<file path="src/hdl/gbfc_pkg.sv">
// shared types, codes and helpers for the glyph bitmap format converter
package gbfc_pkg;

  localparam int CFG_W       = 11;
  localparam int CFG_IDX_W   = 2;
  localparam int ROW_W       = 10;
  localparam int ROWS_W      = 11;

  localparam logic [2:0] MODE_MONO = 3'd0;
  localparam logic [2:0] MODE_GRAY = 3'd1;
  localparam logic [2:0] MODE_LCDH = 3'd2;
  localparam logic [2:0] MODE_LCDV = 3'd3;
  localparam logic [2:0] MODE_BGRA = 3'd4;

  localparam logic [CFG_IDX_W-1:0] REG_FMT_MODE   = 2'd0;
  localparam logic [CFG_IDX_W-1:0] REG_BGR_ORDER  = 2'd1;
  localparam logic [CFG_IDX_W-1:0] REG_SRC_WIDTH  = 2'd2;
  localparam logic [CFG_IDX_W-1:0] REG_SRC_ROWS   = 2'd3;

  localparam logic [2:0] BYTES_ONE  = 3'd1;
  localparam logic [2:0] BYTES_XRGB = 3'd4;

  localparam logic [1:0] PHASE_FIRST  = 2'd0;
  localparam logic [1:0] PHASE_SECOND = 2'd1;
  localparam logic [1:0] PHASE_THIRD  = 2'd2;

  localparam logic [ROWS_W-1:0] ROW_LIMIT = 11'd1024;

  typedef struct packed {
    logic [2:0]       fmt_mode;
    logic             bgr_order;
    logic [CFG_W-1:0] src_width;
    logic [CFG_W-1:0] src_rows;
  } cfg_t;

  // first stage result, waiting for the line store data and the output register
  typedef struct packed {
    logic [31:0] word;
    logic [2:0]  nbytes;
    logic        row_end;
    logic        glyph_end;
    logic        vert;
    logic [7:0]  src_byte;
  } s1_t;

  function automatic logic [31:0] pack_xrgb(input logic bgr, input logic [7:0] s0,
                                            input logic [7:0] s1, input logic [7:0] s2);
    logic [7:0] red;
    logic [7:0] blue;
    red  = bgr ? s2 : s0;
    blue = bgr ? s0 : s2;
    return {8'h00, red, s1, blue};
  endfunction

endpackage

</file>
<file path="src/hdl/gbfc_cfg.sv">
// configuration registers and bitmap restart pulse
module gbfc_cfg (
  input  logic                           clk,
  input  logic                           rst_n,
  input  logic                           cfg_wr_en,
  input  logic [gbfc_pkg::CFG_IDX_W-1:0] cfg_index,
  input  logic [gbfc_pkg::CFG_W-1:0]     cfg_wdata,
  output gbfc_pkg::cfg_t                 cfg,
  output logic                           restart
);

  gbfc_pkg::cfg_t cfg_r;
  gbfc_pkg::cfg_t cfg_nxt;

  always_comb begin
    cfg_nxt = cfg_r;
    if (cfg_wr_en) begin
      unique case (cfg_index)
        gbfc_pkg::REG_FMT_MODE:   cfg_nxt.fmt_mode   = cfg_wdata[2:0];
        gbfc_pkg::REG_BGR_ORDER:  cfg_nxt.bgr_order  = cfg_wdata[0];
        gbfc_pkg::REG_SRC_WIDTH:  cfg_nxt.src_width  = cfg_wdata;
        gbfc_pkg::REG_SRC_ROWS:   cfg_nxt.src_rows   = cfg_wdata;
        default:                  cfg_nxt = cfg_r;
      endcase
    end
  end

  always_ff @(posedge clk) begin
    if (!rst_n) begin
      cfg_r.fmt_mode   <= gbfc_pkg::MODE_GRAY;
      cfg_r.bgr_order  <= 1'b0;
      cfg_r.src_width  <= gbfc_pkg::CFG_W'(1);
      cfg_r.src_rows   <= gbfc_pkg::CFG_W'(1);
    end else begin
      cfg_r <= cfg_nxt;
    end
  end

  // every listed register write starts a new bitmap
  assign restart = cfg_wr_en;
  assign cfg     = cfg_r;

endmodule

</file>
<file path="config.mk">
export PLATFORM = sky130hd
export DESIGN_NAME = gbfc_cfg
export DESIGN_NICKNAME = d
export VERILOG_FILES = /design/src/hdl/gbfc_pkg.sv /design/src/hdl/gbfc_cfg.sv
export SDC_FILE = /design/constraint.sdc
export NUM_CORES = 1
export LEC_CHECK = 0
export ABC_CLOCK_PERIOD_IN_PS = 800
export BUFFER_PORTS_ARGS = -buffer_cell sky130_fd_sc_hd__buf_4
export CAP_MARGIN = 25
export CORE_MARGIN = 2
export CORE_UTILIZATION = 30
export CTS_CLUSTER_SIZE = 30
export DETAILED_ROUTE_END_ITERATION = 7
export MAX_ROUTING_LAYER = met4
export PLACE_DENSITY = 0.64
export SETUP_SLACK_MARGIN = 0.4
export SLEW_MARGIN = 20
export SYNTH_ARGS = -nofsm -noshare
export SYNTH_HDL_FRONTEND = slang
export SYNTH_SLANG_ARGS = --single-unit
</file>
<file path="constraint.sdc">
create_clock -name clk -period 0.8 [get_ports clk]
set_input_delay 0 -clock clk [delete_from_list [all_inputs] [get_ports clk]]
set_output_delay 0 -clock clk [all_outputs]
set_load 0.005 [all_outputs]
</file>
==> flow_summary.yaml, run 1 <==
outcome:
  status: "finished with violations"
  violations: "hold timing"
synth:
  netlist_area_um2: 1020
  ys_types: 12
  yosys_warnings: 0
  syn_inst: 102
  yosys-top-cells-area: "dfxtp_1 51%, mux2i_1 26%, nand2_1 13%"
  synth_top_cell_by_area: "dfxtp_1"
  ys_ff_latch: 26
  syn_avg_cell_area_um2: 9.97
  yosysSeqAreaShare: 0.512
  syn_nets: 118
  synth_top_area_frac: 0.512
final_layout:
  seqCellArea_um2: 553
  layout.nets: 164
  final_core_util: 0.491
  syn2layout_area_growth_pct: 58.7
  final_cell_mix: "29 x nand2_1, 29 x buf_6, 26 x mux2i_1, 26 x dfxtp_2, 18 x buf_4"
  antenna_cells: 0
  fillers: 314
  post_route_cells_drive_above_1_share: 0.578
  multi_input_area_um2: 485
  largest_reg_flops: 26
clocking:
  path_clk_slew_ns: 0.14
  root_buffer: "clkbuf_4"
  clk_latency_ns: 0.31
  cts_tree: "done"
  numClockSinks: 26
  cts_max_path_buffers: 2
  htree_levels: 1
  cts_buffers: 3
critical_path:
  timing_worst_setup_path_type: "reg -> out"
  critical_path_buf_inv_count: 1
  crit_path_top_delay_cell: "dfxtp_2"
  cp.arrival_ns: 0.78
  critPathCaptureType: "output port"
  r2r_setup_slack_ns: 0.08
  cpLargestDelayFamily: "flip-flops"
  rr_startpoint: "cfg[11]$_SDFFE_PN1P_"
  reg2regPathDepth: 3
  r2r_end: "cfg[11]$_SDFFE_PN1P_"
  crit_chain: "buf_6"
  path_max_fanout: 2
  slowest_delay_ns: 0.36
  required_ns: 0.80
  start_kind: "register"
timing:
  whs_ns: -0.0685
  fin_worst_skew_ns: 0
  final.period_utilization: 0.978
  rsz0062_at_grt: "yes"
  fmax_mhz: 1280
  hold_viol: 22
  setup_viol: 0
  relSlewSlack: 0.791
  slew_violations: 0
  finalCriticalPeriod_ns: 0.783
  worst_pin_slew_ns: 0.314
grt:
  grt_use_total: 0.125
  first_global_vias: 827
  gr-total-overflow: 0
  grt_pass1_wl_mm: 3.80
  grt_max_degree: 18
  antenna_found_initial: 0
hold_path:
  hp-class: "in -> reg"
  min_path_cells: 3
  worstHoldStart: "cfg_wdata[0]"
  whs_endpoint: "cfg[22]$_SDFFE_PN0P_"
power:
  pwr-share-seq: 0.579
  ir_worst_vdd_uv: 546
  powerDensity_nw_per_um2: 1480
  power.total_uw: 2390
  swShare: 0.230
  p_switching_uw: 550
  pwr-share-clk: 0.275
  p_int_uw: 1840
  p_comb_frac: 0.146
  p_leak_uw: 0.000782
die:
  die_h_um: 62.2
  pin_count: 43
  floorplan.initialDensity: 0.310
  dieArea_um2: 3870
  design.core.area_um2: 3280
  die_width_um: 62.2
  row_count: 21
placement:
  port_buffers: 42
  place_congestion: 0.772
  dpl.hpwl_mm: 1.71
routing:
  drt_iter0_drc: 45
  num_vias: 812
  ant_nets: 0
  post_drt_via_cell_ratio: 4.21
  remaining_drc_errors: 0
  drt_first_pass_iters: 4
  totalWireLength_mm: 2.29
  wire_per_inst_um: 11.9
flow_run:
  maxCapViolations: 0
[routing by layer]
layer  part of all wire  GRT usage  vias up
li1                   -          -      425
met1               0.46      0.151      357
met2               0.46      0.204       28
met3              0.068     0.0290        2
met4             0.0096     0.0500        0
met5                  0          -        -
[layout make-up]
class,instances,area share
multi-input cells,69,0.301
clock buffers,4,0.0225
well taps,46,0.0357
flip-flops and latches,26,0.343
repair buffers,48,0.298
[how the worst max path moves through the flow]
| stage | endpoint | slack (ns) | cells past startpoint | from |
|---|---|---|---|---|
| floorplan | cfg[0]$_SDFFE_PN1P_ | 0.22 | 2 | cfg[0]$_SDFFE_PN1P_ |
| detailed placement | cfg[12]$_SDFFE_PN0P_ | -0.06 | 3 | cfg_index[0] |
| CTS | cfg[21] | 0.004 | 1 | cfg[21]$_SDFFE_PN0P_ |
| global placement | cfg[14]$_SDFFE_PN0P_ | 0.005 | 3 | cfg_index[0] |
| finish | cfg[21] | 0.02 | 1 | cfg[21]$_SDFFE_PN0P_ |
| global route | cfg[24] | -0.03 | 1 | cfg[24]$_SDFFE_PN0P_ |
[logic make-up after synthesis]
family	count (synthesis)	share of synthesized area
flip-flops	26	0.512
AND/OR/NAND/NOR	43	0.194
buffers and inverters	7	0.0381
multiplexers	26	0.256
[metrics by stage]
| step | TNS (ns) | cells | worst slack [ns] | cell area (um^2) |
|---|---|---|---|---|
| floorplan | 0 | 102 | 0.221 | 1040 |
| global placement | 0 | 186 | 0.00452 | 1410 |
| detailed placement | -0.172 | 186 | -0.0629 | 1410 |
| CTS | 0 | 192 | 0.00427 | 1590 |
| global route | -0.346 | 193 | -0.0310 | 1610 |
| finish | 0 | 193 | 0.0174 | 1610 |
[timing repair]
item / 4_1_cts / 5_1_grt
cloned: 0 / 0
endpoints found under the hold margin: 23 / 20
resized for setup: 47 / 7
endpoints found under the setup margin: 52 / 52
buffers inserted: 2 / 1
pin swaps: 0 / 0
[synthesized netlist by cell type]
| library cell | instances |
|---|---|
| mux2i_1 | 26 |
| clkbuf_1 | 1 |
| nor3b_2 | 1 |
| and3b_1 | 1 |
| buf_4 | 2 |
| nand3_1 | 1 |
| dfxtp_1 | 26 |
| nor2b_1 | 4 |
| nand3b_1 | 1 |
| nand2_1 | 34 |
| nand3b_2 | 1 |
| buf_2 | 4 |
[power groups by stage]
| stage | Sequential (uW) | Combinational, uW | Clock (uW) |
|---|---|---|---|
| floorplan | 1400 | 139 | 0 |
| global placement | 1390 | 305 | 0 |
| detailed placement | 1400 | 312 | 0 |
| CTS | 1380 | 346 | 691 |
| global route | 1390 | 378 | 741 |
| finish | 1380 | 349 | 656 |
(Power assumes the default switching activity.)
==> run 2: changes to the inputs <==
--- a/config.mk
+++ b/config.mk
@@ -9,11 +9,11 @@
 export BUFFER_PORTS_ARGS = -buffer_cell sky130_fd_sc_hd__buf_4
 export CAP_MARGIN = 25
 export CORE_MARGIN = 2
-export CORE_UTILIZATION = 30
+export CORE_UTILIZATION = 40
 export CTS_CLUSTER_SIZE = 30
 export DETAILED_ROUTE_END_ITERATION = 7
 export MAX_ROUTING_LAYER = met4
-export PLACE_DENSITY = 0.64
+export PLACE_DENSITY = 0.79
 export SETUP_SLACK_MARGIN = 0.4
 export SLEW_MARGIN = 20
 export SYNTH_ARGS = -nofsm -noshare
==> run 2 against run 1 <==
  * The run still ends with hold timing left
  * Cell count down 8.3%
  * Global-route usage grew 4.9 points
  * Worst hold slack gained 0.0037 ns
==> flow_summary.yaml, run 2 (synthesized netlist as in run 1, its figures left out) <==
outcome:
  status: "finished with violations"
  violations: "hold timing"
placement:
  place_congestion: 0.716
  dpl.hpwl_mm: 1.60
  port_buffers: 42
  dpl-instance-area_um2: 1390
timing:
  finalCriticalPeriod_ns: 0.792
  fmax_mhz: 1260
  worst_pin_slew_ns: 0.317
  rsz0062_at_grt: "yes"
  final.period_utilization: 0.990
  relSlewSlack: 0.789
  hold_viol: 21
  setup_viol: 0
  fin_worst_skew_ns: 0
  whs_ns: -0.0647
  setup-tns-final_ns: 0
  slew_violations: 0
routing:
  drt_first_pass_iters: 3
  drt_iter0_drc: 6
  num_vias: 841
  wire_per_inst_um: 12.8
  totalWireLength_mm: 2.27
  remaining_drc_errors: 0
  post_drt_via_cell_ratio: 4.75
  ant_nets: 0
critical_path:
  cpLargestDelayFamily: "flip-flops"
  start_kind: "register"
  timing_worst_setup_path_type: "reg -> out"
  crit_chain: "buf_6"
  reg2regPathDepth: 3
  cp.arrival_ns: 0.79
  slowest_delay_ns: 0.38
  required_ns: 0.80
  path_max_fanout: 2
  critPathCaptureType: "output port"
  cp_num_cells: 1
  crit_path_top_delay_cell: "dfxtp_2"
  critical_path_buf_inv_count: 1
die:
  dieArea_um2: 2960
  die_h_um: 54.4
  floorplan.initialDensity: 0.418
  row_count: 18
  design.core.area_um2: 2430
  pin_count: 43
  die_width_um: 54.4
clocking:
  numClockSinks: 26
  root_buffer: "clkbuf_4"
  cts_max_path_buffers: 2
  htree_levels: 1
  clk_latency_ns: 0.31
  cts_tree: "done"
  path_clk_slew_ns: 0.14
  cts_buffers: 3
grt:
  grt_pass1_wl_mm: 3.59
  grt_max_degree: 18
  first_global_vias: 836
  gr-total-overflow: 0
  grt_use_total: 0.174
  antenna_found_initial: 0
final_layout:
  antenna_cells: 0
  post_route_cells_drive_above_1_share: 0.585
  syn2layout_area_growth_pct: 56.9
  largest_reg_flops: 26
  final_cell_mix: "29 x buf_6, 28 x nand2_1, 26 x mux2i_1, 26 x dfxtp_2, 18 x buf_4"
  fin_area_um2: 1600
  layout.nets: 164
  final_common_cell: "buf_6"
  final_core_util: 0.656
  fillers: 199
flow_run:
  maxCapViolations: 0
power:
  p_leak_uw: 0.000783
  powerDensity_nw_per_um2: 1490
  ir_worst_vdd_uv: 865
hold_path:
  hp-class: "in -> reg"
  min_path_cells: 3
[run 2: cell counts in the layout (fill, tap and decap cells not counted)]
Identical to the previous run, type by type.
[run 2: area by class of cell]
type                       instances  area (um^2)  share of cell area
clock buffer                       4         36.3              0.0227
tap                               30         37.5              0.0235
multi-input combinational         69          488               0.306
sequential                        26          553               0.346
timing repair buffer              48          482               0.302
[run 2: through the flow]
step | total power [uW] | std cells | hold WS, ns | worst slack (ns)
3_5_place_dp | 1710 | 170 | 0.233 | -0.0599
4_1_cts | 2390 | 175 | -0.0700 | 0.00620
2_1_floorplan | 1540 | 102 | 0.0808 | 0.221
5_1_grt | 2490 | 177 | -0.0678 | -0.0221
3_3_place_gp | 1700 | 170 | 0.225 | 0.0176
6_report | 2380 | 177 | -0.0647 | 0.00822
[run 2: worst paths after layout]
| path | slack, ns | start | end |
|---|---|---|---|
| setup / recovery | 0.008 | cfg[22]$_SDFFE_PN0P_ | cfg[22] |
| hold / removal | -0.06 | cfg_wdata[0] | cfg[22]$_SDFFE_PN0P_ |
| setup reg to reg | 0.10 | cfg[22]$_SDFFE_PN0P_ | cfg[22]$_SDFFE_PN0P_ |
| hold reg to reg | 0.47 | cfg[24]$_SDFFE_PN0P_ | cfg[24]$_SDFFE_PN0P_ |
[run 2: metal layers]
metal,up-vias,wire length [um],GRT usage
met1,385,1010,0.211
met5,-,0,-
met3,2,151,0.0355
li1,423,-,-
met2,31,1100,0.291
met4,0,13,0.0500
[run 2: power breakdown]
| group | switching [uW] | internal [uW] |
|---|---|---|
| sequential | 34.5 | 1350 |
| clock | 368 | 278 |
| combinational | 138 | 211 |
| total | 541 | 1840 |
[run 2: timing repair]
item	4_1_cts	5_1_grt
gates resized for setup	48	7
pin swaps	0	0
hold endpoints to repair	26	23
setup buffers	1	2
setup endpoints to repair	52	52
==> run 3: changes to the inputs <==
--- a/config.mk
+++ b/config.mk
@@ -9,11 +9,11 @@
 export BUFFER_PORTS_ARGS = -buffer_cell sky130_fd_sc_hd__buf_4
 export CAP_MARGIN = 25
 export CORE_MARGIN = 2
-export CORE_UTILIZATION = 40
+export CORE_UTILIZATION = 30
 export CTS_CLUSTER_SIZE = 30
 export DETAILED_ROUTE_END_ITERATION = 7
 export MAX_ROUTING_LAYER = met4
-export PLACE_DENSITY = 0.79
+export PLACE_DENSITY_LB_ADDON = 0.08
 export SETUP_SLACK_MARGIN = 0.4
 export SLEW_MARGIN = 20
 export SYNTH_ARGS = -nofsm -noshare
==> run 3 against run 2 <==
  * The flow still finishes with violations (hold timing)
  * Sequential cell count did not move
  * Cell count rose by 9.6%
  * First-iteration DRC count rose to 3.8 times the previous value
  * Critical path depth did not move
  * Clock-buffer cell count fell by 1
  * Critical path type unchanged
  * Routed wire length rose by 2.6%
  * Cell area rose by 1.5%
  * Non-clock buffer count rose by 2
  * Fmax rose by 1.5%
  * Largest cell class unchanged
  * Register-to-register slack barely moved
  * Via count rose by 1.4%
==> flow_summary.yaml, run 3 (synthesized netlist as in run 1, its figures left out) <==
outcome:
  status: "finished with violations"
  violations: "hold timing"
timing:
  slew_violations: 0
  rsz0062_at_grt: "yes"
  whs_ns: -0.0734
  relSlewSlack: 0.799
  fmax_mhz: 1280
  finalCriticalPeriod_ns: 0.780
  worst_pin_slew_ns: 0.301
  fin_worst_skew_ns: 0
  hold_viol: 26
  setup_viol: 0
  setup-tns-final_ns: 0
  final.period_utilization: 0.975
grt:
  grt_use_total: 0.138
  grt_pass1_wl_mm: 4.15
  antenna_found_initial: 0
  gr-total-overflow: 0
  first_global_vias: 942
  grt_max_degree: 21
placement:
  place_congestion: 0.691
  dpl.hpwl_mm: 1.75
  port_buffers: 42
critical_path:
  required_ns: 0.80
  timing_worst_setup_path_type: "reg -> out"
  crit_chain: "buf_6"
  cpLargestDelayFamily: "flip-flops"
  critPathCaptureType: "output port"
  critical_path_buf_inv_count: 1
  slowest_delay_ns: 0.35
  crit_path_top_delay_cell: "dfxtp_2"
  cp.arrival_ns: 0.78
  path_max_fanout: 2
  start_kind: "register"
final_layout:
  final_common_cell: "nand2_1"
  layout.nets: 166
  largest_reg_flops: 26
  antenna_cells: 0
  final_cell_mix: "30 x nand2_1, 29 x buf_6, 26 x mux2i_1, 26 x dfxtp_2, 20 x buf_4"
  fillers: 324
  syn2layout_area_growth_pct: 59.3
  post_route_cells_drive_above_1_share: 0.581
power:
  power.total_uw: 2290
  p_switching_uw: 543
  pwr-share-clk: 0.239
  powerDensity_nw_per_um2: 1410
  swShare: 0.237
  p_int_uw: 1740
  pwr-share-seq: 0.604
  ir_worst_vdd_uv: 615
  p_comb_frac: 0.157
  p_leak_uw: 0.000785
die:
  dieArea_um2: 3870
  die_h_um: 62.2
  pin_count: 43
  row_count: 21
  die_width_um: 62.2
  floorplan.initialDensity: 0.310
  design.core.area_um2: 3280
clocking:
  cts_max_path_buffers: 2
  path_clk_slew_ns: 0.13
  cts_buffers: 3
  htree_levels: 1
  numClockSinks: 26
  root_buffer: "clkbuf_4"
  cts_tree: "done"
  clk_latency_ns: 0.32
routing:
  wl_met1_mm: 1.11
  met3WireLength_um: 99
  remaining_drc_errors: 0
  totalWireLength_mm: 2.33
  num_vias: 853
  highest_layer: "met4"
  drt_first_pass_iters: 2
  route.met2.wl_mm: 1.10
  ant_nets: 0
  post_drt_via_cell_ratio: 4.40
  wire_per_inst_um: 12.0
  drt_iter0_drc: 23
hold_path:
  hp-class: "in -> reg"
flow_run:
  maxCapViolations: 0
## run 3: cell count changes in the layout (fill, tap and decap cells not counted), sizes merged
cell and change:
clkbuf -1, buf +2
## run 3: tightest hold or removal path, cell delays in order
cell and delay (ns):
buf_4 0.11, nand2_1 0.05, mux2i_1 0.05
## run 3: path summary, 6_finish.rpt
check / cells past startpoint / startpoint / endpoint / slack, ns
hold reg to reg: 2 / cfg[19]$_SDFFE_PN0P_ / cfg[19]$_SDFFE_PN0P_ / 0.48
setup reg to reg: 3 / cfg[11]$_SDFFE_PN1P_ / cfg[11]$_SDFFE_PN1P_ / 0.09
hold / removal: 3 / cfg_wdata[0] / cfg[22]$_SDFFE_PN0P_ / -0.07
setup / recovery: 1 / cfg[11]$_SDFFE_PN1P_ / cfg[11] / 0.02
## run 3: power groups by stage
stage / Combinational [uW] / Sequential, uW / Clock [uW]
global route: 395 / 1390 / 638
global placement: 314 / 1390 / 0
detailed placement: 321 / 1400 / 0
CTS: 361 / 1380 / 570
floorplan: 139 / 1400 / 0
finish: 358 / 1380 / 546
## run 3: cell type report
| type | count | area (um^2) | share of cell area |
|---|---|---|---|
| Tap cell | 46 | 57.6 | 0.0355 |
| Sequential cell | 26 | 553 | 0.341 |
| Clock buffer | 3 | 22.5 | 0.0139 |
| Multi-Input combinational cell | 69 | 490 | 0.303 |
| Timing Repair Buffer | 50 | 497 | 0.307 |
## run 3: metal layers
| metal | global-route usage | up-vias |
|---|---|---|
| met2 | 0.219 | 26 |
| li1 | - | 427 |
| met1 | 0.174 | 396 |
| met4 | 0.0500 | 0 |
| met5 | - | - |
| met3 | 0.0308 | 4 |
## run 3: per-stage QoR
step | area, um^2 | setup WS [ns] | util | std cells
6_report | 1620 | 0.0202 | 0.493 | 194
4_1_cts | 1600 | 0.00899 | 0.488 | 194
3_3_place_gp | 1420 | 0.00251 | 0.434 | 188
2_1_floorplan | 1040 | 0.221 | - | 102
5_1_grt | 1620 | -0.0211 | 0.493 | 194
3_5_place_dp | 1420 | -0.0294 | 0.434 | 188
## run 3: repair_timing
item / 4_1_cts / 5_1_grt
endpoints found under the setup margin: 52 / 52
endpoints found under the hold margin: 26 / 26
resized for setup: 49 / 6
buffers inserted: 3 / 0
pin swaps: 0 / 0
