<file path="src/hdl/gbfc_pkg.sv">
// shared types, codes and helpers for the glyph bitmap format converter
package gbfc_pkg;

  localparam int CFG_W       = 11;
  localparam int CFG_IDX_W   = 2;
  localparam int ROW_W       = 10;
  localparam int ROWS_W      = 11;

  localparam logic [2:0] MODE_MONO = 3'd0;
  localparam logic [2:0] MODE_GRAY = 3'd1;
  localparam logic [2:0] MODE_LCDH = 3'd2;
  localparam logic [2:0] MODE_LCDV = 3'd3;
  localparam logic [2:0] MODE_BGRA = 3'd4;

  localparam logic [CFG_IDX_W-1:0] REG_FMT_MODE   = 2'd0;
  localparam logic [CFG_IDX_W-1:0] REG_BGR_ORDER  = 2'd1;
  localparam logic [CFG_IDX_W-1:0] REG_SRC_WIDTH  = 2'd2;
  localparam logic [CFG_IDX_W-1:0] REG_SRC_ROWS   = 2'd3;

  localparam logic [2:0] BYTES_ONE  = 3'd1;
  localparam logic [2:0] BYTES_XRGB = 3'd4;

  localparam logic [1:0] PHASE_FIRST  = 2'd0;
  localparam logic [1:0] PHASE_SECOND = 2'd1;
  localparam logic [1:0] PHASE_THIRD  = 2'd2;

  localparam logic [ROWS_W-1:0] ROW_LIMIT = 11'd1024;

  typedef struct packed {
    logic [2:0]       fmt_mode;
    logic             bgr_order;
    logic [CFG_W-1:0] src_width;
    logic [CFG_W-1:0] src_rows;
  } cfg_t;

  // first stage result, waiting for the line store data and the output register
  typedef struct packed {
    logic [31:0] word;
    logic [2:0]  nbytes;
    logic        row_end;
    logic        glyph_end;
    logic        vert;
    logic [7:0]  src_byte;
  } s1_t;

  function automatic logic [31:0] pack_xrgb(input logic bgr, input logic [7:0] s0,
                                            input logic [7:0] s1, input logic [7:0] s2);
    logic [7:0] red;
    logic [7:0] blue;
    red  = bgr ? s2 : s0;
    blue = bgr ? s0 : s2;
    return {8'h00, red, s1, blue};
  endfunction

endpackage

</file>
<file path="src/hdl/gbfc_out.sv">
// second stage: vertical packing from the line stores and output register
module gbfc_out (
  input  logic          clk,
  input  logic          rst_n,
  input  logic          bgr_order,
  input  logic          s1_valid,
  input  gbfc_pkg::s1_t s1,
  input  logic [7:0]    rd0,
  input  logic [7:0]    rd1,
  output logic          s1_take,
  output logic          out_valid,
  input  logic          out_ready,
  output logic [31:0]   out_word,
  output logic [2:0]    out_bytes,
  output logic          row_end,
  output logic          glyph_end
);

  logic        out_valid_r, out_valid_nxt;
  logic [31:0] word_r, word_nxt;
  logic [2:0]  bytes_r;
  logic        row_end_r, glyph_end_r;
  logic        load;

  assign s1_take = !out_valid_r || out_ready;
  assign load    = s1_valid && s1_take;

  assign word_nxt = s1.vert ? gbfc_pkg::pack_xrgb(bgr_order, rd0, rd1, s1.src_byte)
                            : s1.word;

  always_comb begin
    if (load) begin
      out_valid_nxt = 1'b1;
    end else if (out_ready) begin
      out_valid_nxt = 1'b0;
    end else begin
      out_valid_nxt = out_valid_r;
    end
  end

  always_ff @(posedge clk) begin
    if (!rst_n) begin
      out_valid_r <= 1'b0;
    end else begin
      out_valid_r <= out_valid_nxt;
    end
  end

  always_ff @(posedge clk) begin
    if (load) begin
      word_r      <= word_nxt;
      bytes_r     <= s1.nbytes;
      row_end_r   <= s1.row_end;
      glyph_end_r <= s1.glyph_end;
    end
  end

  assign out_valid = out_valid_r;
  assign out_word  = word_r;
  assign out_bytes = bytes_r;
  assign row_end   = row_end_r;
  assign glyph_end = glyph_end_r;

endmodule

</file>
<file path="config.mk">
export PLATFORM = sky130hd
export DESIGN_NAME = gbfc_out
export DESIGN_NICKNAME = d
export VERILOG_FILES = /design/src/hdl/gbfc_pkg.sv /design/src/hdl/gbfc_out.sv
export SDC_FILE = /design/constraint.sdc
export NUM_CORES = 1
export LEC_CHECK = 0
export BUFFER_PORTS_ARGS = -buffer_cell sky130_fd_sc_hd__buf_2
export CELL_PAD_IN_SITES_DETAIL_PLACEMENT = 2
export CELL_PAD_IN_SITES_GLOBAL_PLACEMENT = 2
export CORE_MARGIN = 2
export CORE_UTILIZATION = 25
export DETAILED_ROUTE_END_ITERATION = 8
export GPL_ROUTABILITY_DRIVEN = 0
export GPL_TIMING_DRIVEN = 0
export PLACE_DENSITY_LB_ADDON = 0.1
export REMOVE_ABC_BUFFERS = 1
export SYNTH_ARGS = -nofsm -noshare
export SYNTH_HDL_FRONTEND = slang
export SYNTH_SLANG_ARGS = --single-unit
</file>
<file path="constraint.sdc">
create_clock -name clk -period 1.9 [get_ports clk]
set_input_delay 0.38 -clock clk [delete_from_list [all_inputs] [get_ports clk]]
set_output_delay 0.38 -clock clk [all_outputs]
set_load 0.03 [all_outputs]
</file>
==> impl_metrics.env, run 1 <==
export IMPL_status="finished clean"
export IMPL_peakVddDrop_mv=0.2641
export IMPL_stdcell_count=296
export IMPL_critPathMaxStageDelay_ps=770
export IMPL_post_cts_resized=0
export IMPL_drt_iter0_drc=24
export IMPL_grt_usage_pct=12.48
export IMPL_tightest_slew_ps=920.0
export IMPL_seqPwrFrac_pct=53.1
export IMPL_cp_cell_sequence="nand2b_1 > and2_2"
export IMPL_multiInputGateArea_sq_um=461.7
export IMPL_startpoint_type="register"
export IMPL_cts_root_buffer="clkbuf_8"
export IMPL_routed_wirelength_um=4505
export IMPL_use_met3_pct=4.086
export IMPL_core_sq_um=6386
export IMPL_areaGrowthSynthToFinish_pct=38.93
export IMPL_htreeDepth=2
export IMPL_slowest_stage="and2_2"
export IMPL_hold_slack_ps=273.9
export IMPL_grt_busiest_layer="met2"
export IMPL_syn_area_sq_um=1655
export IMPL_crit_family="simple AND/OR/NAND/NOR gates"
export IMPL_max_slew_margin_pct=38.67
export IMPL_die_h_um=85.37
export IMPL_clk_latency_ps=280
export IMPL_cts_clk_slew_worst_paths_ps=80
export IMPL_dr_pass1_iters=4
export IMPL_critPathMaxFanout=37
export IMPL_p_leak_nw=1.031
export IMPL_diodes=0
export IMPL_slew_violations=0
export IMPL_combPwrFrac_pct=18.9
export IMPL_nets=285
export IMPL_rows=29
export IMPL_clockBufferDepth=2
export IMPL_ys_ff_latch=38
export IMPL_drc=0
export IMPL_port_buffers=105
export IMPL_num_vias=1330
export IMPL_grt_max_degree=49
export IMPL_wl_per_cell_um=15.22
export IMPL_ys_types=16
export IMPL_final_setup_viol_count=0
export IMPL_power_switching_mw=0.5172
export IMPL_avgViaCountPerCell=4.493
export IMPL_final_hold_viol_count=0
export IMPL_required_ps=1810
export IMPL_grt_pass1_vias=1463
export IMPL_crit_buf_inv=0
export IMPL_max_freq_mhz=630.6
export IMPL_num_io_pins=106
export IMPL_start_util_pct=25.92
export IMPL_swShare_pct=27.35
export IMPL_clkPwrFrac_pct=28.0
export IMPL_grt_first_pass_wirelength_um=6906
export IMPL_cp_end_kind="register"
export IMPL_regArea_sq_um=1131
export IMPL_finClkSkew_ps=7.284
export IMPL_die_w_um=85.37
export IMPL_grt_overflow=0
export IMPL_grt_use_met1_pct=12.39
export IMPL_numCtsBuffers=5
export IMPL_use_met2_pct=24.22
export IMPL_rsz0062_at_grt="no"
export IMPL_drive_above_1_share_pct=54.79
export IMPL_min_path_type="in -> reg"
export IMPL_drv_cap=0
export IMPL_powerDensity_nw_per_um2=822.3
export IMPL_cp_arrival_ps=1490
export IMPL_ys_warn_count=0
export IMPL_cts_tree="yes"
export IMPL_synth_avg_cell_area_sq_um=14.65
export IMPL_period_share_pct=83.47
export IMPL_p_int_mw=1.374
export IMPL_clkSinkCount=38
export IMPL_netlist_instances=113
export IMPL_dieArea_sq_um=7288
export IMPL_fillers=724
export IMPL_hpwl_um=3354
export IMPL_antenna_found_initial=0
export IMPL_cts_hold_buf=0
export IMPL_post_route_min_period_ps=1586
export IMPL_placedCellCount=288
export IMPL_cts_setup_buffers=0
export IMPL_ant_nets=0
export IMPL_synth_seq_area_share_pct=68.33
export IMPL_crit_type="reg -> reg"
[final timing paths]
path / depth (start not counted) / slack, ps / end / from
worst max-delay path: 2 / 310 / out_bytes[2] / out_valid
worst max register to register: 2 / 310 / out_bytes[2] / out_valid
worst min register to register: 2 / 560 / out_valid / out_valid
worst min-delay path: 1 / 270 / out_bytes[1] / s1[12]
[registers in the layout (all words and copies together), names as in the netlist]
register / cells
out_word: 32
out_bytes: 3
glyph_end: 1
out_valid: 1
row_end: 1
[synthesized netlist by cell type]
library cell,number,area share (%)
a21boi_0,1,0.45
edfxtp_1,37,67
a21oi_1,16,4.8
inv_1,1,0.23
nor2b_1,8,3.0
buf_6,1,0.68
buf_12,1,1.2
buf_4,2,0.91
nand2b_1,1,0.38
dfxtp_1,1,1.2
mux2i_1,16,9.7
buf_2,2,0.60
clkbuf_1,1,0.23
and2_1,1,0.38
nor2_1,16,3.6
mux2_2,8,5.4
[power by group through the flow]
stage                     logic, mW  clock network (mW)  registers (mW)
final                         0.358               0.529            1.00
after global routing          0.385               0.593            1.01
after CTS                     0.365               0.552            1.01
after detailed placement      0.364                   0            1.02
after global placement        0.347                   0            1.02
after floorplan              0.0810                   0            1.14
[cell usage in the layout, fill, tap and decap left out, types with 5 or more instances in the layout]
cell      instances
nor2b_1           8
nor2_1           16
buf_2           105
edfxtp_1         37
clkbuf_8          5
mux2i_1          16
a21oi_1          16
mux2_2            8
[area by class of cell]
| class | count | share of cell area [%] |
|---|---|---|
| clock buffers | 6 | 3.156 |
| clock inverters | 2 | 0.3808 |
| inverters | 1 | 0.1632 |
| multi-input cells | 67 | 20.08 |
| flip-flops and latches | 38 | 49.18 |
| well taps | 77 | 4.189 |
| repair buffers | 105 | 22.85 |
[through the flow]
| stage | power [mW] | util (%) | TNS, ps | setup WS (ps) | cell area, sq um |
|---|---|---|---|---|---|
| after detailed placement | 1.388 | 34.74 | 0 | 114.0 | 2218 |
| after global placement | 1.369 | 34.72 | -14740 | -400.8 | 2217 |
| after CTS | 1.923 | 36.01 | 0 | 281.8 | 2300 |
| after global routing | 1.988 | 36.01 | 0 | 228.5 | 2300 |
| after floorplan | 1.221 | - | -6881 | -186.0 | 1595 |
| final | 1.891 | 36.01 | 0 | 314.1 | 2300 |
[layer usage]
metal | routed length, um | up-vias
met1 | 1588 | 641
li1 | - | 623
met4 | 52 | 0
met2 | 2508 | 61
met3 | 356 | 5
met5 | 0 | -
[logic make-up after synthesis]
family	share of synthesized area [%]
buffers and inverters	3.854
muxes	15.12
DFF	68.33
AOI/OAI and AO/OA	5.291
and+or+nand+nor	7.408
Note: power is estimated with default switching activity, not from simulation.
==> run 2, diff against run 1 <==
Settings changed: ABC_AREA set to 1, CORE_UTILIZATION 25 to 24.
Clock period 1.9 ns to 1.6 ns, I/O delays scaled along.
==> run 2 against run 1 <==
Effect of this change:
- synthesized area up 12%
- sequential share of layout area decreased by 4.4 points
- cell area is 9.7% higher
- critical path depth unchanged
- setup slack worse by 130 ps
- non-clock buffer count up 1
- clock power increased by 18%
==> impl_metrics.env, run 2 <==
export IMPL_die_h_um=91.78
export IMPL_cp_arrival_ps=1390
export IMPL_finClkSkew_ps=7.789
export IMPL_synth_seq_area_share_pct=61.16
export IMPL_stdcell_count=396
export IMPL_worstHoldPathCells=1
export IMPL_slowest_stage="a21oi_4"
export IMPL_grt_usage_pct=13.03
export IMPL_numCtsBuffers=5
export IMPL_antenna_found_initial=0
export IMPL_port_buffers=105
export IMPL_period_share_pct=88.19
export IMPL_diodes=0
export IMPL_dieArea_sq_um=8424
export IMPL_reg2reg_depth=2
export IMPL_start_util_pct=24.31
export IMPL_synth_avg_cell_area_sq_um=9.733
export IMPL_cp_end_kind="register"
export IMPL_startpoint_type="register"
export IMPL_ys_ff_latch=38
export IMPL_num_io_pins=106
export IMPL_nets=361
export IMPL_synth_xor_area_share_pct=0
export IMPL_largest_reg_flops=32
export IMPL_clkSinkCount=38
export IMPL_synth_top_family_by_area="simple AND/OR/NAND/NOR gates"
export IMPL_crit_family="compound AO/OA/AOI/OAI gates"
export IMPL_cts_setup_buffers=0
export IMPL_synthFlopType="edfxtp_1"
export IMPL_post_route_min_period_ps=1411
export IMPL_synthSimpleGateAreaFrac_pct=27.27
export IMPL_clk_latency_ps=280
export IMPL_peakVddDrop_mv=0.2633
export IMPL_synth_top_area_share_pct=60.08
export IMPL_drc=0
export IMPL_multiInputGateArea_sq_um=528.0
export IMPL_core_sq_um=7607
export IMPL_post_cts_resized=0
export IMPL_netlist_instances=190
export IMPL_synth_top_cells_by_count="nand2_1 (79), edfxtp_1 (37), inv_1 (26)"
export IMPL_rows=32
export IMPL_synth_fa_ha_area_share_pct=0
export IMPL_final_cell_mix="buf_2 (105), nand2_1 (79), edfxtp_1 (37)"
export IMPL_final_core_util_pct=33.17
export IMPL_max_slew_margin_pct=47.94
export IMPL_p_leak_nw=1.305
export IMPL_grt_max_degree=34
export IMPL_grt_first_pass_wirelength_um=8638
export IMPL_syn_area_sq_um=1849
export IMPL_ys_async_sr_fraction_pct=0
export IMPL_cts_hold_buf=0
export IMPL_final_hold_viol_count=0
export IMPL_ys_types=16
export IMPL_die_w_um=91.78
export IMPL_ys_warn_count=0
export IMPL_max_freq_mhz=708.7
export IMPL_drv_cap=0
export IMPL_num_vias=1622
export IMPL_cts_root_buffer="clkbuf_8"
export IMPL_drt_iter0_drc=23
export IMPL_crit_type="reg -> reg"
export IMPL_drive_above_1_share_pct=45.24
export IMPL_cts_tree="yes"
export IMPL_avgViaCountPerCell=4.096
export IMPL_final_common_cell="buf_2"
export IMPL_synth_area_leader_cell="edfxtp_1"
export IMPL_status="finished clean"
export IMPL_tightest_slew_ps=780.9
export IMPL_yosys_top_cells_area="edfxtp_1 (60%), nand2_1 (16%), inv_1 (5.3%), nand3_2 (3.8%), nand2_2 (3.4%)"
export IMPL_min_path_type="in -> reg"
export IMPL_final_setup_viol_count=0
export IMPL_dr_pass1_iters=3
export IMPL_synth_compound_area_share_pct=0.6766
export IMPL_wl_per_cell_um=13.58
export IMPL_muxShareOfSynthArea_pct=0
export IMPL_clockBufferDepth=2
export IMPL_hpwl_um=4070
export IMPL_rsz0062_at_grt="no"
export IMPL_grt_pass1_vias=1752
export IMPL_critPathMaxStageDelay_ps=490
export IMPL_fillers=893
export IMPL_areaGrowthSynthToFinish_pct=36.47
export IMPL_htreeDepth=2
export IMPL_cts_clk_slew_worst_paths_ps=80
export IMPL_placedCellCount=389
export IMPL_cp_cell_sequence="a21oi_4 > buf_12"
export IMPL_routed_wirelength_um=5376
export IMPL_critPathMaxFanout=25
export IMPL_slew_violations=0
export IMPL_synth_edf_count=37
export IMPL_crit_buf_inv=1
export IMPL_powerDensity_nw_per_um2=910.1
export IMPL_synthMostInstantiatedCell="nand2_1"
export IMPL_required_ps=1580
export IMPL_regArea_sq_um=1131
export IMPL_ant_nets=0
export IMPL_path_depth=2
export IMPL_grt_overflow=0
## run 2: cell types whose count changed in the layout (fill, tap and decap cells not counted), sizes merged
cell / before / now
nand3: 0 / 16
buf: 105 / 106
nor2b: 8 / 0
inv: 1 / 28
a21oi: 16 / 1
mux2i: 16 / 0
mux2: 8 / 0
clkbuf: 6 / 5
and2: 1 / 0
nand2: 0 / 89
nor2: 16 / 8
nand2b: 1 / 0
## run 2: layout make-up
class | instances | share of cell area, %
repair buffers | 106 | 21.62
inverters | 28 | 4.462
multi-input cells | 115 | 20.92
clock inverters | 2 | 0.3966
well taps | 102 | 5.057
flip-flops and latches | 38 | 44.82
clock buffers | 5 | 2.727
## run 2: kinds of logic (layout without fill, tap and decap cells)
logic type,Yosys count,in the layout
buffers and inverters,37,141
DFF,38,38
and+or+nand+nor,113,113
AOI/OAI and AO/OA,2,2
## run 2: path summary, 6_finish.rpt
| path | slack, ps | start | end |
|---|---|---|---|
| max | 190 | out_valid | out_word[4] |
| min reg2reg | 550 | out_valid | out_valid |
| min | 220 | s1[9] | glyph_end |
| max reg2reg | 190 | out_valid | out_word[4] |
## run 2: metal layers
| metal | vias up | GRT usage, % | wire length (um) |
|---|---|---|---|
| met3 | 2 | 2.547 | 301 |
| met1 | 764 | 15.07 | 2268 |
| met5 | - | 0 | 0 |
| met2 | 60 | 24.45 | 2767 |
| li1 | 796 | - | - |
| met4 | 0 | 3.358 | 38 |
## run 2: metrics by stage
stage / power [mW] / TNS (ps) / hold slack, ps / setup WS [ps] / cell area, sq um
4_1_cts: 2.352 / 0 / 210.0 / 132.8 / 2524
2_1_floorplan: 1.491 / -42280 / 418.9 / -1143 / 1760
5_1_grt: 2.416 / 0 / 212.1 / 81.89 / 2524
6_report: 2.297 / 0 / 220.8 / 189.0 / 2524
3_3_place_gp: 1.686 / -85900 / 497.5 / -2252 / 2414
3_5_place_dp: 1.707 / -2514 / 502.9 / -141.0 / 2445
## run 2: report_power, final
| group | internal, mW | switching (mW) |
|---|---|---|
| combinational | 0.157 | 0.318 |
| sequential | 1.18 | 0.0187 |
| clock | 0.293 | 0.333 |
==> run 3, diff against run 2 <==
Settings changed: ABC_AREA 1 to not set, CORE_UTILIZATION 24 to 25.
==> run 3 against run 2 <==
Effect of this change:
- wire length is 16% lower
- cell area is 8.8% lower
- sequential cell count stayed put
- power is 2.2% lower
- hold slack worse by 6.9 ps
- fmax is 1.3% higher
- non-clock buffer count is 1 lower
- critical endpoint is now out_word[10]
- clock skew is 0.52 ps lower
- register-to-register slack better by 100 ps
==> impl_metrics.env, run 3 (synthesis gave the netlist of run 1 again) <==
export IMPL_seqPwrFrac_pct=53.1
export IMPL_post_route_min_period_ps=1392
export IMPL_multiInputGateArea_sq_um=462.9
export IMPL_port_buffers=105
export IMPL_htreeDepth=2
export IMPL_routed_wirelength_um=4492
export IMPL_final_cell_area_sq_um=2301
export IMPL_dieArea_sq_um=7288
export IMPL_status="finished clean"
export IMPL_cts_root_buffer="clkbuf_8"
export IMPL_antenna_found_initial=0
export IMPL_largest_reg_flops=32
export IMPL_crit_type="in -> reg"
export IMPL_drt_iter0_drc=24
export IMPL_numCtsBuffers=5
export IMPL_wl_per_cell_um=15.18
export IMPL_drc=0
export IMPL_rsz0062_at_grt="no"
export IMPL_die_h_um=85.37
export IMPL_cp_end_kind="register"
export IMPL_period_share_pct=87.03
export IMPL_clkPwrFrac_pct=28.0
export IMPL_final_setup_viol_count=0
export IMPL_grt_overflow=0
export IMPL_slew_violations=0
export IMPL_rows=29
export IMPL_fillers=725
export IMPL_slowest_stage="buf_2"
export IMPL_cts_tree="yes"
export IMPL_combPwrFrac_pct=19.0
export IMPL_drive_above_1_share_pct=54.79
export IMPL_regArea_sq_um=1131
export IMPL_crit_family="buffers and inverters"
export IMPL_tns_ps=0
export IMPL_grt_pass1_vias=1463
export IMPL_die_w_um=85.37
export IMPL_cp_cell_sequence="buf_2 > mux2_2"
export IMPL_cp_arrival_ps=1430
export IMPL_clockBufferDepth=2
export IMPL_final_common_cell="buf_2"
export IMPL_swShare_pct=27.34
export IMPL_tightest_slew_ps=883.9
export IMPL_max_freq_mhz=718.1
export IMPL_cts_clk_slew_worst_paths_ps=70
export IMPL_setup_slack_ps=207.5
export IMPL_crit_buf_inv=1
export IMPL_max_slew_margin_pct=41.07
export IMPL_required_ps=1640
export IMPL_min_path_type="in -> reg"
export IMPL_ant_nets=0
export IMPL_preCtsSetupSlack_ps=-126.0
export IMPL_grt_max_degree=49
export IMPL_num_vias=1331
export IMPL_peakVddDrop_mv=0.3135
export IMPL_grt_usage_pct=12.48
export IMPL_critPathMaxStageDelay_ps=660
export IMPL_p_int_mw=1.632
export IMPL_core_sq_um=6386
export IMPL_grt_first_pass_wirelength_um=6906
export IMPL_finClkSkew_ps=7.268
export IMPL_avgViaCountPerCell=4.497
export IMPL_dpl_cell_area_sq_um=2218
export IMPL_clkSinkCount=38
export IMPL_nets=285
export IMPL_num_io_pins=106
export IMPL_final_cell_mix="buf_2 (105), edfxtp_1 (37), mux2i_1 (16), nor2_1 (16), a21oi_1 (16)"
export IMPL_fin_total_pwr_mw=2.246
export IMPL_startpoint_type="primary input"
export IMPL_powerDensity_nw_per_um2=976.0
export IMPL_start_util_pct=25.92
export IMPL_power_switching_mw=0.6139
export IMPL_cts_setup_buffers=0
export IMPL_clk_latency_ps=280
export IMPL_drv_cap=0
export IMPL_areaGrowthSynthToFinish_pct=39.00
export IMPL_dr_pass1_iters=4
export IMPL_critPathMaxFanout=48
export IMPL_diodes=0
export IMPL_final_hold_viol_count=0
export IMPL_p_leak_nw=1.033
export IMPL_hpwl_um=3354
## run 3: changes by cell type in the layout (fill, tap and decap cells not counted), moves of 9 or more
cell,delta
nand3_1,-9
inv_1,-25
a21oi_1,+16
nand2_1,-79
nand2_2,-10
mux2i_1,+16
## run 3: repair_timing
action,4_1_cts,5_1_grt
resized for setup,1,0
endpoints found under the setup margin,37,0
hold buffers,0,0
## run 3: final timing paths
path              startpoint      endpoint  slack (ps)  depth (start not counted)
setup / recovery       s1[8]  out_word[10]         210                          2
hold / removal        s1[12]  out_bytes[1]         210                          1
setup reg to reg   out_valid  out_bytes[2]         290                          2
hold reg to reg    out_valid     out_valid         560                          2
## run 3: power by group through the flow
stage	sequential, mW	combinational [mW]	clock (mW)
6_report	1.19	0.426	0.628
5_1_grt	1.20	0.459	0.704
2_1_floorplan	1.35	0.0961	0
4_1_cts	1.19	0.435	0.655
3_5_place_dp	1.22	0.432	0
3_3_place_gp	1.21	0.413	0
## run 3: stage by stage
stage | std cells | util (%) | hold slack [ps]
floorplan | 106 | - | 418.9
global placement | 288 | 34.72 | 501.5
detailed placement | 288 | 34.74 | 508.0
CTS | 296 | 36.03 | 207.5
global route | 296 | 36.03 | 196.7
finish | 296 | 36.03 | 213.9
## run 3: final cells by class
cell class	count	share of cell area, %
clock buffers	6	3.154
clock inverters	2	0.3806
inverters	1	0.1631
multi-input cells	67	20.12
flip-flops and latches	38	49.16
well taps	77	4.187
repair buffers	105	22.84
## run 3: worst reg2reg max path: cells and delay by family, from the launching register on
kind	cells	cell delay, ps
AND/OR/NAND/NOR	2	610
flip-flops	1	320
## run 3: metal layers
metal  up-vias  global-route usage, %  wire length [um]
li1        623                      -                 -
met1       642                  12.39              1574
met2        61                  24.22              2512
met3         5                  4.086               353
met4         0                  3.896                52
met5         -                      0                 0
